`src/rjlm_pkg.sv`:
```
package rjlm_pkg;

	localparam int unsigned REPORT_PERIOD   = 16;
	localparam int unsigned LOSS_STEP_LIMIT = 200;
	localparam int unsigned STEP_W          = $clog2(LOSS_STEP_LIMIT + 1);

	// Frame error rate scale: FER_FULL means 100 percent.
	localparam logic [18:0] FER_FULL = 19'd500000;

	// Reciprocals for division by 250 (shift 28) and by 5000 (shift 32).
	localparam logic [20:0] RECIP_250  = 21'd1073742;
	localparam logic [20:0] RECIP_5000 = 21'd858994;

	localparam logic [2:0] CFG_JITTER_LIMIT = 3'd0;
	localparam logic [2:0] CFG_LOSS_LIMIT   = 3'd1;
	localparam logic [2:0] CFG_REPORT_KIND  = 3'd2;
	localparam logic [2:0] CFG_INTERVAL     = 3'd3;
	localparam logic [2:0] CFG_REPORT_IVL   = 3'd4;

	localparam logic [1:0] OP_PACKET = 2'd0;
	localparam logic [1:0] OP_START  = 2'd1;
	localparam logic [1:0] OP_CANCEL = 2'd2;
	localparam logic [1:0] OP_CLEAR  = 2'd3;

	localparam logic [1:0] MODE_TIME   = 2'd0;
	localparam logic [1:0] MODE_PACKET = 2'd1;

	localparam logic [2:0] RPT_PERIODIC = 3'd0;
	localparam logic [2:0] RPT_JITTER   = 3'd1;
	localparam logic [2:0] RPT_LOSS     = 3'd2;
	localparam logic [2:0] RPT_MODE_ERR = 3'd3;
	localparam logic [2:0] RPT_START    = 3'd4;

	typedef struct packed {
		logic        status;
		logic [2:0]  rtype;
		logic [27:0] jitter;
		logic [31:0] spurt;
		logic [47:0] transit;
		logic [27:0] bjitter;
		logic [6:0]  lpct;
		logic        last;
	} result_t;

endpackage

```
`src/rjlm_recip_div.sv`:
```
module rjlm_recip_div (
	input  logic        clk,
	input  logic        go,
	input  logic        sel_5000,
	input  logic [18:0] x,
	output logic [11:0] q
);

	logic [39:0] prod_q;
	logic        sel_q;

	always_ff @(posedge clk) begin
		if (go) begin
			prod_q <= 40'(x) * 40'(sel_5000 ? rjlm_pkg::RECIP_5000 : rjlm_pkg::RECIP_250);
			sel_q  <= sel_5000;
		end
	end

	// Reciprocal error stays below one part in the remainder for x up to FER_FULL.
	assign q = sel_q ? {4'd0, prod_q[39:32]} : prod_q[39:28];

endmodule

```
`src/rtp_jitter_loss_monitor_top.sv`:
```
// Channel  Handshake              Payload
// in       in_valid / in_ready    op, arrival_ms, rtp_timestamp, marker, seq_num
// out      out_valid / out_ready  status, report_type, jitter_ms, spurt_packets,
//                                 transit_ms, breach_jitter_ms, loss_percent, last
// cfg      cfg_valid / cfg_ready  cfg_index, cfg_data
//
// Start, cancel and clear requests go from idle through dispatch to flush. A packet passes
// dispatch, jitter update and periodic check, then flush when the checks are skipped, jitter
// check and wrap-up when only jitter is watched, plus loss stages when loss is watched (at
// most 200 frame error rate steps); the steps share one reciprocal multiplier.
// Reset clears the counters, estimates, configuration and valid flags; result and request registers are not reset.
// in_ready is low while a request is worked on; a stalled output holds the sequencer.
module rtp_jitter_loss_monitor_top (
	input  logic               clk,
	input  logic               arst_n,
	input  logic               in_valid,
	output logic               in_ready,
	input  logic [1:0]         op,
	input  logic [47:0]        arrival_ms,
	input  logic [31:0]        rtp_timestamp,
	input  logic               marker,
	input  logic [15:0]        seq_num,
	output logic               out_valid,
	input  logic               out_ready,
	output logic               status,
	output logic [2:0]         report_type,
	output logic [27:0]        jitter_ms,
	output logic [31:0]        spurt_packets,
	output logic signed [47:0] transit_ms,
	output logic [27:0]        breach_jitter_ms,
	output logic [6:0]         loss_percent,
	output logic               last,
	input  logic               cfg_valid,
	output logic               cfg_ready,
	input  logic [2:0]         cfg_index,
	input  logic [31:0]        cfg_data
);

	localparam logic [3:0] S_IDLE  = 4'd0;
	localparam logic [3:0] S_DISP  = 4'd1;
	localparam logic [3:0] S_JIT   = 4'd2;
	localparam logic [3:0] S_PER   = 4'd3;
	localparam logic [3:0] S_JCHK  = 4'd4;
	localparam logic [3:0] S_LEXP  = 4'd5;
	localparam logic [3:0] S_LCASE = 4'd6;
	localparam logic [3:0] S_STEPA = 4'd7;
	localparam logic [3:0] S_STEPB = 4'd8;
	localparam logic [3:0] S_PCTA  = 4'd9;
	localparam logic [3:0] S_PCTB  = 4'd10;
	localparam logic [3:0] S_LCHK  = 4'd11;
	localparam logic [3:0] S_WRAP  = 4'd12;
	localparam logic [3:0] S_FLUSH = 4'd13;

	logic [3:0] state_q;

	logic [31:0] jitter_limit_q, report_ivl_q;
	logic [6:0]  loss_limit_q;
	logic [1:0]  report_kind_q, mode_q;

	logic [1:0]  op_q;
	logic [47:0] arrival_q;
	logic [31:0] ts_q;
	logic        marker_q;
	logic [15:0] seq_q;

	logic [31:0] spurt_q, jacc_q, recv_q, prev_exp_q, prev_recv_q, expected_q;
	logic [19:0] fer_q;
	logic [47:0] prev_transit_q, transit_q, wstart_q, last_arr_q;
	logic [15:0] cur_seq_q, base_seq_q;
	logic        jwatch_q, lwatch_q, watching_q;
	logic        do_loss_q, reached_q, sent_q, add_q, keep_q;
	logic [rjlm_pkg::STEP_W-1:0] count_q;
	logic [6:0]  pct_q;

	rjlm_pkg::result_t pend_q, out_q, emit_r;
	logic pend_valid_q, out_valid_q;
	logic emit_req, emit_ok, flush_req, out_free, adv;

	logic        div_go, div_sel;
	logic [18:0] div_x;
	logic [11:0] div_q;

	rjlm_recip_div u_div (
		.clk      (clk),
		.go       (div_go),
		.sel_5000 (div_sel),
		.x        (div_x),
		.q        (div_q)
	);

	// Packet arithmetic.
	logic [47:0] dtr, dabs;
	logic [28:0] jdecay;
	logic [48:0] nj;
	logic [48:0] elapsed;
	logic        reached_now, mode_bad;
	logic [31:0] exp_now, step_span;
	logic        c_steady, c_recover, c_gap;
	logic [rjlm_pkg::STEP_W-1:0] count_new;
	logic [19:0] fer_q20;

	assign dtr    = transit_q - prev_transit_q;
	assign dabs   = dtr[47] ? (48'd0 - dtr) : dtr;
	assign jdecay = 29'((33'(jacc_q) + 33'd8) >> 4);
	assign nj     = 49'(jacc_q) - 49'(jdecay) + 49'(dabs);

	assign elapsed  = {1'b0, last_arr_q} - {1'b0, wstart_q};
	assign mode_bad = mode_q[1];
	assign reached_now = (mode_q == rjlm_pkg::MODE_TIME) ?
		(!elapsed[48] && (49'(report_ivl_q) <= elapsed)) : (report_ivl_q == recv_q);

	assign exp_now   = {16'd0, cur_seq_q} - {16'd0, base_seq_q};
	assign c_steady  = (prev_exp_q - prev_recv_q) == (expected_q - recv_q);
	assign c_recover = (prev_recv_q < recv_q) && (prev_exp_q == expected_q);
	assign c_gap     = expected_q > prev_exp_q;
	assign step_span = expected_q - prev_exp_q - 32'd1;

	always_comb begin
		count_new = '0;
		if (c_steady || c_recover) begin
			count_new = rjlm_pkg::STEP_W'(1);
		end else if (c_gap) begin
			if (step_span > 32'(rjlm_pkg::LOSS_STEP_LIMIT)) begin
				count_new = rjlm_pkg::STEP_W'(rjlm_pkg::LOSS_STEP_LIMIT);
			end else begin
				count_new = step_span[rjlm_pkg::STEP_W-1:0];
			end
		end
	end

	assign fer_q20 = {8'd0, div_q};
	assign div_go  = (state_q == S_STEPA) || (state_q == S_PCTA);
	assign div_sel = (state_q == S_PCTA);
	assign div_x   = (state_q == S_STEPA && add_q) ? (rjlm_pkg::FER_FULL - fer_q[18:0])
		: fer_q[18:0];

	// Result requests from the sequencer.
	always_comb begin
		emit_req = 1'b0;
		emit_r = '0;
		emit_r.jitter  = jacc_q[31:4];
		emit_r.spurt   = spurt_q;
		emit_r.transit = prev_transit_q;
		unique case (state_q)
			S_DISP: begin
				if (op_q == rjlm_pkg::OP_START) begin
					emit_req = 1'b1;
					emit_r = '0;
					emit_r.rtype  = rjlm_pkg::RPT_START;
					emit_r.status = (report_kind_q == 2'd0);
				end
			end
			S_PER: begin
				emit_req = (spurt_q % rjlm_pkg::REPORT_PERIOD == 0) && (jacc_q != 32'd0);
				emit_r.rtype = rjlm_pkg::RPT_PERIODIC;
			end
			S_JCHK: begin
				if (jwatch_q) begin
					if (mode_bad) begin
						emit_req = 1'b1;
						emit_r.status = 1'b1;
						emit_r.rtype  = rjlm_pkg::RPT_MODE_ERR;
					end else if (reached_now && (jitter_limit_q < {4'd0, jacc_q[31:4]})) begin
						emit_req = 1'b1;
						emit_r.rtype   = rjlm_pkg::RPT_JITTER;
						emit_r.bjitter = jacc_q[31:4];
					end
				end
			end
			S_LCHK: begin
				if (mode_bad) begin
					emit_req = 1'b1;
					emit_r.status = 1'b1;
					emit_r.rtype  = rjlm_pkg::RPT_MODE_ERR;
				end else if (reached_now && (loss_limit_q < pct_q)) begin
					emit_req = 1'b1;
					emit_r.rtype = rjlm_pkg::RPT_LOSS;
					emit_r.lpct  = pct_q;
				end
			end
			default: begin
			end
		endcase
	end

	assign out_free  = !out_valid_q || out_ready;
	assign emit_ok   = !pend_valid_q || out_free;
	assign adv       = !emit_req || emit_ok;
	assign flush_req = (state_q == S_FLUSH) && pend_valid_q;

	// The newest result is held back one place so that its last flag is known.
	always_ff @(posedge clk or negedge arst_n) begin
		if (!arst_n) begin
			pend_valid_q <= 1'b0;
			out_valid_q  <= 1'b0;
		end else begin
			if (emit_req && emit_ok) begin
				out_valid_q  <= pend_valid_q || (out_valid_q && !out_ready);
				pend_valid_q <= 1'b1;
			end else if (flush_req && out_free) begin
				out_valid_q  <= 1'b1;
				pend_valid_q <= 1'b0;
			end else if (out_valid_q && out_ready) begin
				out_valid_q <= 1'b0;
			end
		end
	end

	always_ff @(posedge clk) begin
		if (emit_req && emit_ok) begin
			if (pend_valid_q) begin
				out_q <= pend_q;
			end
			pend_q <= emit_r;
		end else if (flush_req && out_free) begin
			out_q <= {pend_q[$bits(rjlm_pkg::result_t)-1:1], 1'b1};
		end
	end

	always_ff @(posedge clk or negedge arst_n) begin
		if (!arst_n) begin
			jitter_limit_q <= '0;
			loss_limit_q   <= '0;
			report_kind_q  <= '0;
			mode_q         <= '0;
			report_ivl_q   <= '0;
		end else if (cfg_valid) begin
			unique case (cfg_index)
				rjlm_pkg::CFG_JITTER_LIMIT: jitter_limit_q <= cfg_data;
				rjlm_pkg::CFG_LOSS_LIMIT:   loss_limit_q   <= cfg_data[6:0];
				rjlm_pkg::CFG_REPORT_KIND:  report_kind_q  <= cfg_data[1:0];
				rjlm_pkg::CFG_INTERVAL:     mode_q         <= cfg_data[1:0];
				rjlm_pkg::CFG_REPORT_IVL:   report_ivl_q   <= cfg_data;
				default: begin
				end
			endcase
		end
	end

	always_ff @(posedge clk) begin
		if (in_valid && in_ready) begin
			op_q      <= op;
			arrival_q <= arrival_ms;
			ts_q      <= rtp_timestamp;
			marker_q  <= marker;
			seq_q     <= seq_num;
		end
	end

	always_ff @(posedge clk or negedge arst_n) begin
		if (!arst_n) begin
			state_q        <= S_IDLE;
			spurt_q        <= '0;
			jacc_q         <= '0;
			recv_q         <= '0;
			prev_exp_q     <= '0;
			prev_recv_q    <= '0;
			expected_q     <= '0;
			fer_q          <= '0;
			prev_transit_q <= '0;
			transit_q      <= '0;
			wstart_q       <= '0;
			last_arr_q     <= '0;
			cur_seq_q      <= '0;
			base_seq_q     <= '0;
			jwatch_q       <= 1'b0;
			lwatch_q       <= 1'b0;
			watching_q     <= 1'b0;
			do_loss_q      <= 1'b0;
			reached_q      <= 1'b0;
			sent_q         <= 1'b0;
			add_q          <= 1'b0;
			keep_q         <= 1'b0;
			count_q        <= '0;
			pct_q          <= '0;
		end else begin
			unique case (state_q)
				S_IDLE: begin
					if (in_valid) begin
						state_q <= S_DISP;
					end
				end
				S_DISP: begin
					unique case (op_q)
						rjlm_pkg::OP_START: begin
							wstart_q <= arrival_q;
							if (report_kind_q[0]) jwatch_q <= 1'b1;
							if (report_kind_q[1]) lwatch_q <= 1'b1;
							if (report_kind_q != 2'd0) watching_q <= 1'b1;
							state_q <= S_FLUSH;
						end
						rjlm_pkg::OP_CANCEL: begin
							jwatch_q   <= 1'b0;
							lwatch_q   <= 1'b0;
							watching_q <= 1'b0;
							base_seq_q <= '0;
							state_q    <= S_FLUSH;
						end
						rjlm_pkg::OP_CLEAR: begin
							spurt_q        <= '0;
							jacc_q         <= '0;
							prev_transit_q <= '0;
							cur_seq_q      <= '0;
							base_seq_q     <= '0;
							recv_q         <= '0;
							state_q        <= S_FLUSH;
						end
						default: begin
							transit_q <= arrival_q - {19'd0, ts_q[31:3]};
							// A base re-taken at sequence zero skips the checks.
							do_loss_q <= !((mode_q == rjlm_pkg::MODE_PACKET || lwatch_q)
								&& seq_q == 16'd0);
							reached_q <= 1'b0;
							sent_q    <= 1'b0;
							if (mode_q == rjlm_pkg::MODE_PACKET || lwatch_q) begin
								cur_seq_q <= seq_q;
								if (base_seq_q == 16'd0 || base_seq_q > seq_q) begin
									if (seq_q != 16'd0) begin
										base_seq_q <= seq_q - 16'd1;
									end else begin
										base_seq_q <= '0;
									end
								end
								recv_q <= recv_q + 32'd1;
							end
							state_q <= S_JIT;
						end
					endcase
				end
				S_JIT: begin
					if (marker_q || spurt_q == 32'd0) begin
						jacc_q  <= '0;
						spurt_q <= 32'd1;
					end else begin
						jacc_q  <= nj[48:32] != 17'd0 ? 32'hFFFF_FFFF : nj[31:0];
						spurt_q <= spurt_q + 32'd1;
					end
					prev_transit_q <= transit_q;
					last_arr_q     <= arrival_q;
					state_q        <= S_PER;
				end
				S_PER: begin
					if (adv) begin
						state_q <= do_loss_q ? S_JCHK : S_FLUSH;
					end
				end
				S_JCHK: begin
					if (adv) begin
						if (jwatch_q) begin
							if (mode_bad) begin
								sent_q <= 1'b1;
							end else if (reached_now) begin
								reached_q <= 1'b1;
								if (emit_req) sent_q <= 1'b1;
							end
						end
						state_q <= lwatch_q ? S_LEXP : S_WRAP;
					end
				end
				S_LEXP: begin
					expected_q <= exp_now;
					state_q    <= S_LCASE;
				end
				S_LCASE: begin
					add_q       <= !c_steady;
					keep_q      <= !(!c_steady && c_recover);
					count_q     <= count_new;
					prev_exp_q  <= expected_q;
					prev_recv_q <= recv_q;
					state_q     <= (count_new == '0) ? S_PCTA : S_STEPA;
				end
				S_STEPA: begin
					state_q <= S_STEPB;
				end
				S_STEPB: begin
					if (add_q && keep_q) begin
						fer_q <= fer_q + fer_q20;
					end else if (keep_q) begin
						fer_q <= fer_q - fer_q20;
					end else begin
						fer_q <= (fer_q > fer_q20) ? (fer_q - fer_q20) : 20'd0;
					end
					count_q <= count_q - rjlm_pkg::STEP_W'(1);
					state_q <= (count_q == rjlm_pkg::STEP_W'(1)) ? S_PCTA : S_STEPA;
				end
				S_PCTA: begin
					state_q <= S_PCTB;
				end
				S_PCTB: begin
					pct_q   <= div_q[6:0];
					state_q <= S_LCHK;
				end
				S_LCHK: begin
					if (adv) begin
						if (mode_bad) begin
							sent_q <= 1'b1;
						end else if (reached_now) begin
							reached_q <= 1'b1;
							if (emit_req) sent_q <= 1'b1;
						end
						state_q <= S_WRAP;
					end
				end
				S_WRAP: begin
					if (reached_q) begin
						wstart_q <= arrival_q;
					end
					if (sent_q) begin
						jwatch_q   <= 1'b0;
						lwatch_q   <= 1'b0;
						watching_q <= 1'b0;
						base_seq_q <= '0;
					end
					state_q <= S_FLUSH;
				end
				S_FLUSH: begin
					if (!pend_valid_q || out_free) begin
						state_q <= S_IDLE;
					end
				end
				default: begin
					state_q <= S_IDLE;
				end
			endcase
		end
	end

	assign in_ready  = (state_q == S_IDLE);
	assign cfg_ready = 1'b1;

	assign out_valid        = out_valid_q;
	assign status           = out_q.status;
	assign report_type      = out_q.rtype;
	assign jitter_ms        = out_q.jitter;
	assign spurt_packets    = out_q.spurt;
	assign transit_ms       = out_q.transit;
	assign breach_jitter_ms = out_q.bjitter;
	assign loss_percent     = out_q.lpct;
	assign last             = out_q.last;

`ifndef SYNTHESIS
	a_idle_no_pend: assert property (@(posedge clk) disable iff (!arst_n)
		state_q == S_IDLE |-> !pend_valid_q)
		else $error("held result left behind at end of request");
	a_fer_range: assert property (@(posedge clk) disable iff (!arst_n)
		fer_q <= {1'b0, rjlm_pkg::FER_FULL})
		else $error("frame error rate out of range");
	a_step_count: assert property (@(posedge clk) disable iff (!arst_n)
		(state_q == S_STEPA || state_q == S_STEPB) |->
		(count_q != '0 && count_q <= rjlm_pkg::STEP_W'(rjlm_pkg::LOSS_STEP_LIMIT)))
		else $error("loss step count out of range");
	a_out_hold: assert property (@(posedge clk) disable iff (!arst_n)
		out_valid_q && !out_ready |=> out_valid_q && $stable(out_q))
		else $error("stalled result lost or changed");
	a_watch_flags: assert property (@(posedge clk) disable iff (!arst_n)
		watching_q == (jwatch_q || lwatch_q))
		else $error("watch flags disagree");
`endif

endmodule
```
`config.mk`:
```
export PLATFORM = sky130hd
export DESIGN_NAME = rtp_jitter_loss_monitor_top
export DESIGN_NICKNAME = d
export VERILOG_FILES = /design/src/rjlm_pkg.sv /design/src/rjlm_recip_div.sv /design/src/rtp_jitter_loss_monitor_top.sv
export SDC_FILE = /design/constraint.sdc
export NUM_CORES = 2
export LEC_CHECK = 0
export ABC_AREA = 1
export BUFFER_PORTS_ARGS = -buffer_cell sky130_fd_sc_hd__buf_2
export CAP_MARGIN = 5
export CORE_MARGIN = 3
export CORE_UTILIZATION = 30
export CTS_BUF_LIST = sky130_fd_sc_hd__clkbuf_16
export DETAILED_ROUTE_END_ITERATION = 6
export GPL_TIMING_DRIVEN = 0
export SYNTH_ARGS = -nofsm -noshare
export SYNTH_HDL_FRONTEND = slang
export SYNTH_SLANG_ARGS = --single-unit
```
`constraint.sdc`:
```
create_clock -name clk -period 16.5 [get_ports clk]
set_input_delay 3.3 -clock clk [delete_from_list [all_inputs] [get_ports clk]]
set_output_delay 3.3 -clock clk [all_outputs]
set_load 0.02 [all_outputs]
```
==> reports/metrics.cfg <==
[status]
status = completed

[setup_path]
critPathRequiredTime_ps = 17070
cp-end-kind = register
cpMostUsedCell = inv_1
worst-r2r-cell-count = 35
rrSetupSlack_ps = 7860
crit_type = reg2reg
critPathMaxStageDelay_ps = 580
cp_slowest_cell = fa_1
critPathLaunchType = register
cp.arrival_ps = 9210
cp_max_fo = 7
r2r_start = fer_q[0]$_DFFE_PN0P_
r2r_end = u_div.prod_q[39]$_DFFE_PP_

[die]
rows = 177
fp.dieW_um = 492.4
die_y_um = 492.4
start_util_pct = 30.35
die_area_um2 = 242500
num_io_pins = 290
fp.coreArea_um2 = 233900

[synth]
ys_top_cells_by_area = dfrtp_1 (18%), edfxtp_1 (17%), nand2_1 (12%)
yosysWarnings = 0
synth_ff_type = dfrtp_1
syn_inst = 9150
synth_top_area_cell = dfrtp_1
synthDistinctLibCells = 85
ys_ff_latch = 913
async_reset_ff_share_pct = 55.75
syn_area_per_cell_um2 = 7.757
seq_area_frac_synth_pct = 35.04
synth_edf_count = 404
netlist_area_um2 = 70980
synth_top_area_share_pct = 17.95

[clock_network]
cts_root_buf = clkbuf_16
cts_max_path_buffers = 3
clock-sinks = 913
worst_skew_pair.late_latency_ps = 770
htreeDepth = 3
cts_inserted_buffers = 102
path_clk_slew_ps = 60
ctsHoldBuffers = 0
cts_setup_buffers = 0
postCtsResizedCells = 0
cts_tree = built

[global_routing]
grtUsageTotal_pct = 18.81
grt_pass1_wl_um = 353400
grt_overflow = 0
antenna_found_initial = 38
grt_pass1_vias = 58950
grt_start_max_net_pins = 113

[timing]
worst_pin_slew_ps = 1248
finalHoldViolCount = 0
clock.fmax_mhz = 115.8
grt_setup_unrepaired = false
final.setup_skew_ps = 56.18
fin_crit_ps = 8639
setup_viol = 0
fin_crit_sh_pct = 52.36
slew_viol_final = 0
max_slew_margin_pct = 16.52

[hold_path]
hold_path_class = reg2reg
hold_path_end = jitter_ms[0]$_DFFE_PP_
min-delay-start = pend_q[116]$_DFFE_PP_
holdPathStages = 0

[final_layout]
layout.nets = 10550
layout_commonest_cell = nand2_1
register_area_um2 = 24870
final_core_util_pct = 34.29
area_growth_pct = 12.99
final_cell_mix = nand2_1 (2186), inv_1 (1607), nor2_1 (900)
n_fill_cell = 24950
drive_above_1_share_pct = 6.246
multi_input_area_um2 = 39540

[route]
first_pass_iters = 6
dr.first_iter.drc_count = 5346
ant_nets = 0
vias = 61470
routed_wirelength_um = 233500
drc_errors = 0
vias_per_cell = 4.804
routedWlPerCell_um = 18.25

[place]
dp_hpwl_um = 194600
io_buffer_count = 285
place.gp.congestion = 0.9734

[job]
drv_cap = 0

-- cell type report --
| type | count | area share (%) |
|---|---|---|
| diodes | 10 | 0.03120 |
| clock buffers | 103 | 3.214 |
| inverters | 1596 | 7.479 |
| repair buffers | 304 | 2.296 |
| multi-input cells | 6499 | 49.31 |
| flip-flops and latches | 913 | 31.01 |
| plain buffers | 149 | 0.7801 |
| clock inverters | 90 | 0.9969 |
| well taps | 3132 | 4.886 |
-- worst max-delay path, delay by kind of cell (launching register included) --
family | cells | cell delay (ps)
adder cells (fa/ha/maj) | 8 | 3890
flip-flops | 1 | 460
XOR/XNOR | 2 | 580
buffers and inverters | 8 | 1000
AND/OR/NAND/NOR | 11 | 1290
AO/OA/AOI/OAI | 6 | 1240
-- Yosys cell counts, types with 9 or more instances --
master	number
nand3_1	364
edfxtp_1	404
o21ai_0	568
a221oi_1	9
a31oi_1	53
nor4_1	52
o21bai_1	38
o22ai_1	49
ha_1	619
a21boi_0	10
buf_2	10
xnor2_1	130
a211oi_1	15
nand2_2	17
nand2_1	2186
fa_1	223
xor2_1	234
nand3b_1	32
clkbuf_1	123
o21ai_2	16
o221ai_1	10
or2_2	22
nor2_1	901
o31ai_1	14
inv_1	1583
dfrtp_1	509
nand4_1	150
a21oi_1	488
o21ai_1	21
a21o_1	20
o21a_1	15
nor3_1	107
o211ai_1	22
-- layer usage --
metal	track usage [%]	part of all wire [%]	up-vias
met1	26.18	46	28910
li1	-	-	30540
met2	30.13	45	1706
met4	5.586	3.0	16
met3	2.816	6.2	297
met5	0	0.044	-
-- registers in the layout, indices dropped and copies added (netlist names), 48 cells and up --
register / cells
arrival_q: 48
transit_q: 48
last_arr_q: 48
prev_transit_q: 48
pend_q: 147
wstart_q: 48
transit_ms: 48
-- kinds of logic (layout without fill, tap and decap cells) --
family / count (synthesis) / in the layout / share of synthesized area (%)
XOR/XNOR: 373 / 373 / 4.714
other: 2 / 19 / 0.01058
AO/OA/AOI/OAI: 1392 / 1392 / 10.94
AND/OR/NAND/NOR: 3881 / 3881 / 22.75
flip-flops: 913 / 913 / 35.04
buffers and inverters: 1745 / 2242 / 9.320
multiplexers: 2 / 2 / 0.02997
adder cells (fa/ha/maj): 842 / 842 / 17.20
-- worst max path at each step --
stage / from / endpoint
after floorplan: out_ready / breach_jitter_ms[0]$_DFFE_PP_
after global placement: last_arr_q[0]$_DFFE_PN0P_ / transit_ms[44]$_DFFE_PP_
after detailed placement: fer_q[0]$_DFFE_PN0P_ / u_div.prod_q[39]$_DFFE_PP_
after CTS: state_q[0]$_DFFE_PN0P_ / u_div.prod_q[37]$_DFFE_PP_
after global routing: state_q[3]$_DFFE_PN0P_ / u_div.prod_q[37]$_DFFE_PP_
final: fer_q[0]$_DFFE_PN0P_ / u_div.prod_q[39]$_DFFE_PP_
-- metrics by stage --
step                hold WS (ps)  TNS (ps)  area, um^2  cells  setup slack (ps)
finish                     378.5         0       80200  12800              7861
CTS                        387.8         0       80170  12790              7889
floorplan                  400.3         0       71000   9157              1682
global route               391.5         0       80180  12790              7301
detailed placement         404.5         0       76800  12590              7941
global placement           400.5   -907530       76350  12570             -6164
Power is not shown: default switching activity piles up to over one toggle a cycle in this logic, so the estimate is an artifact.
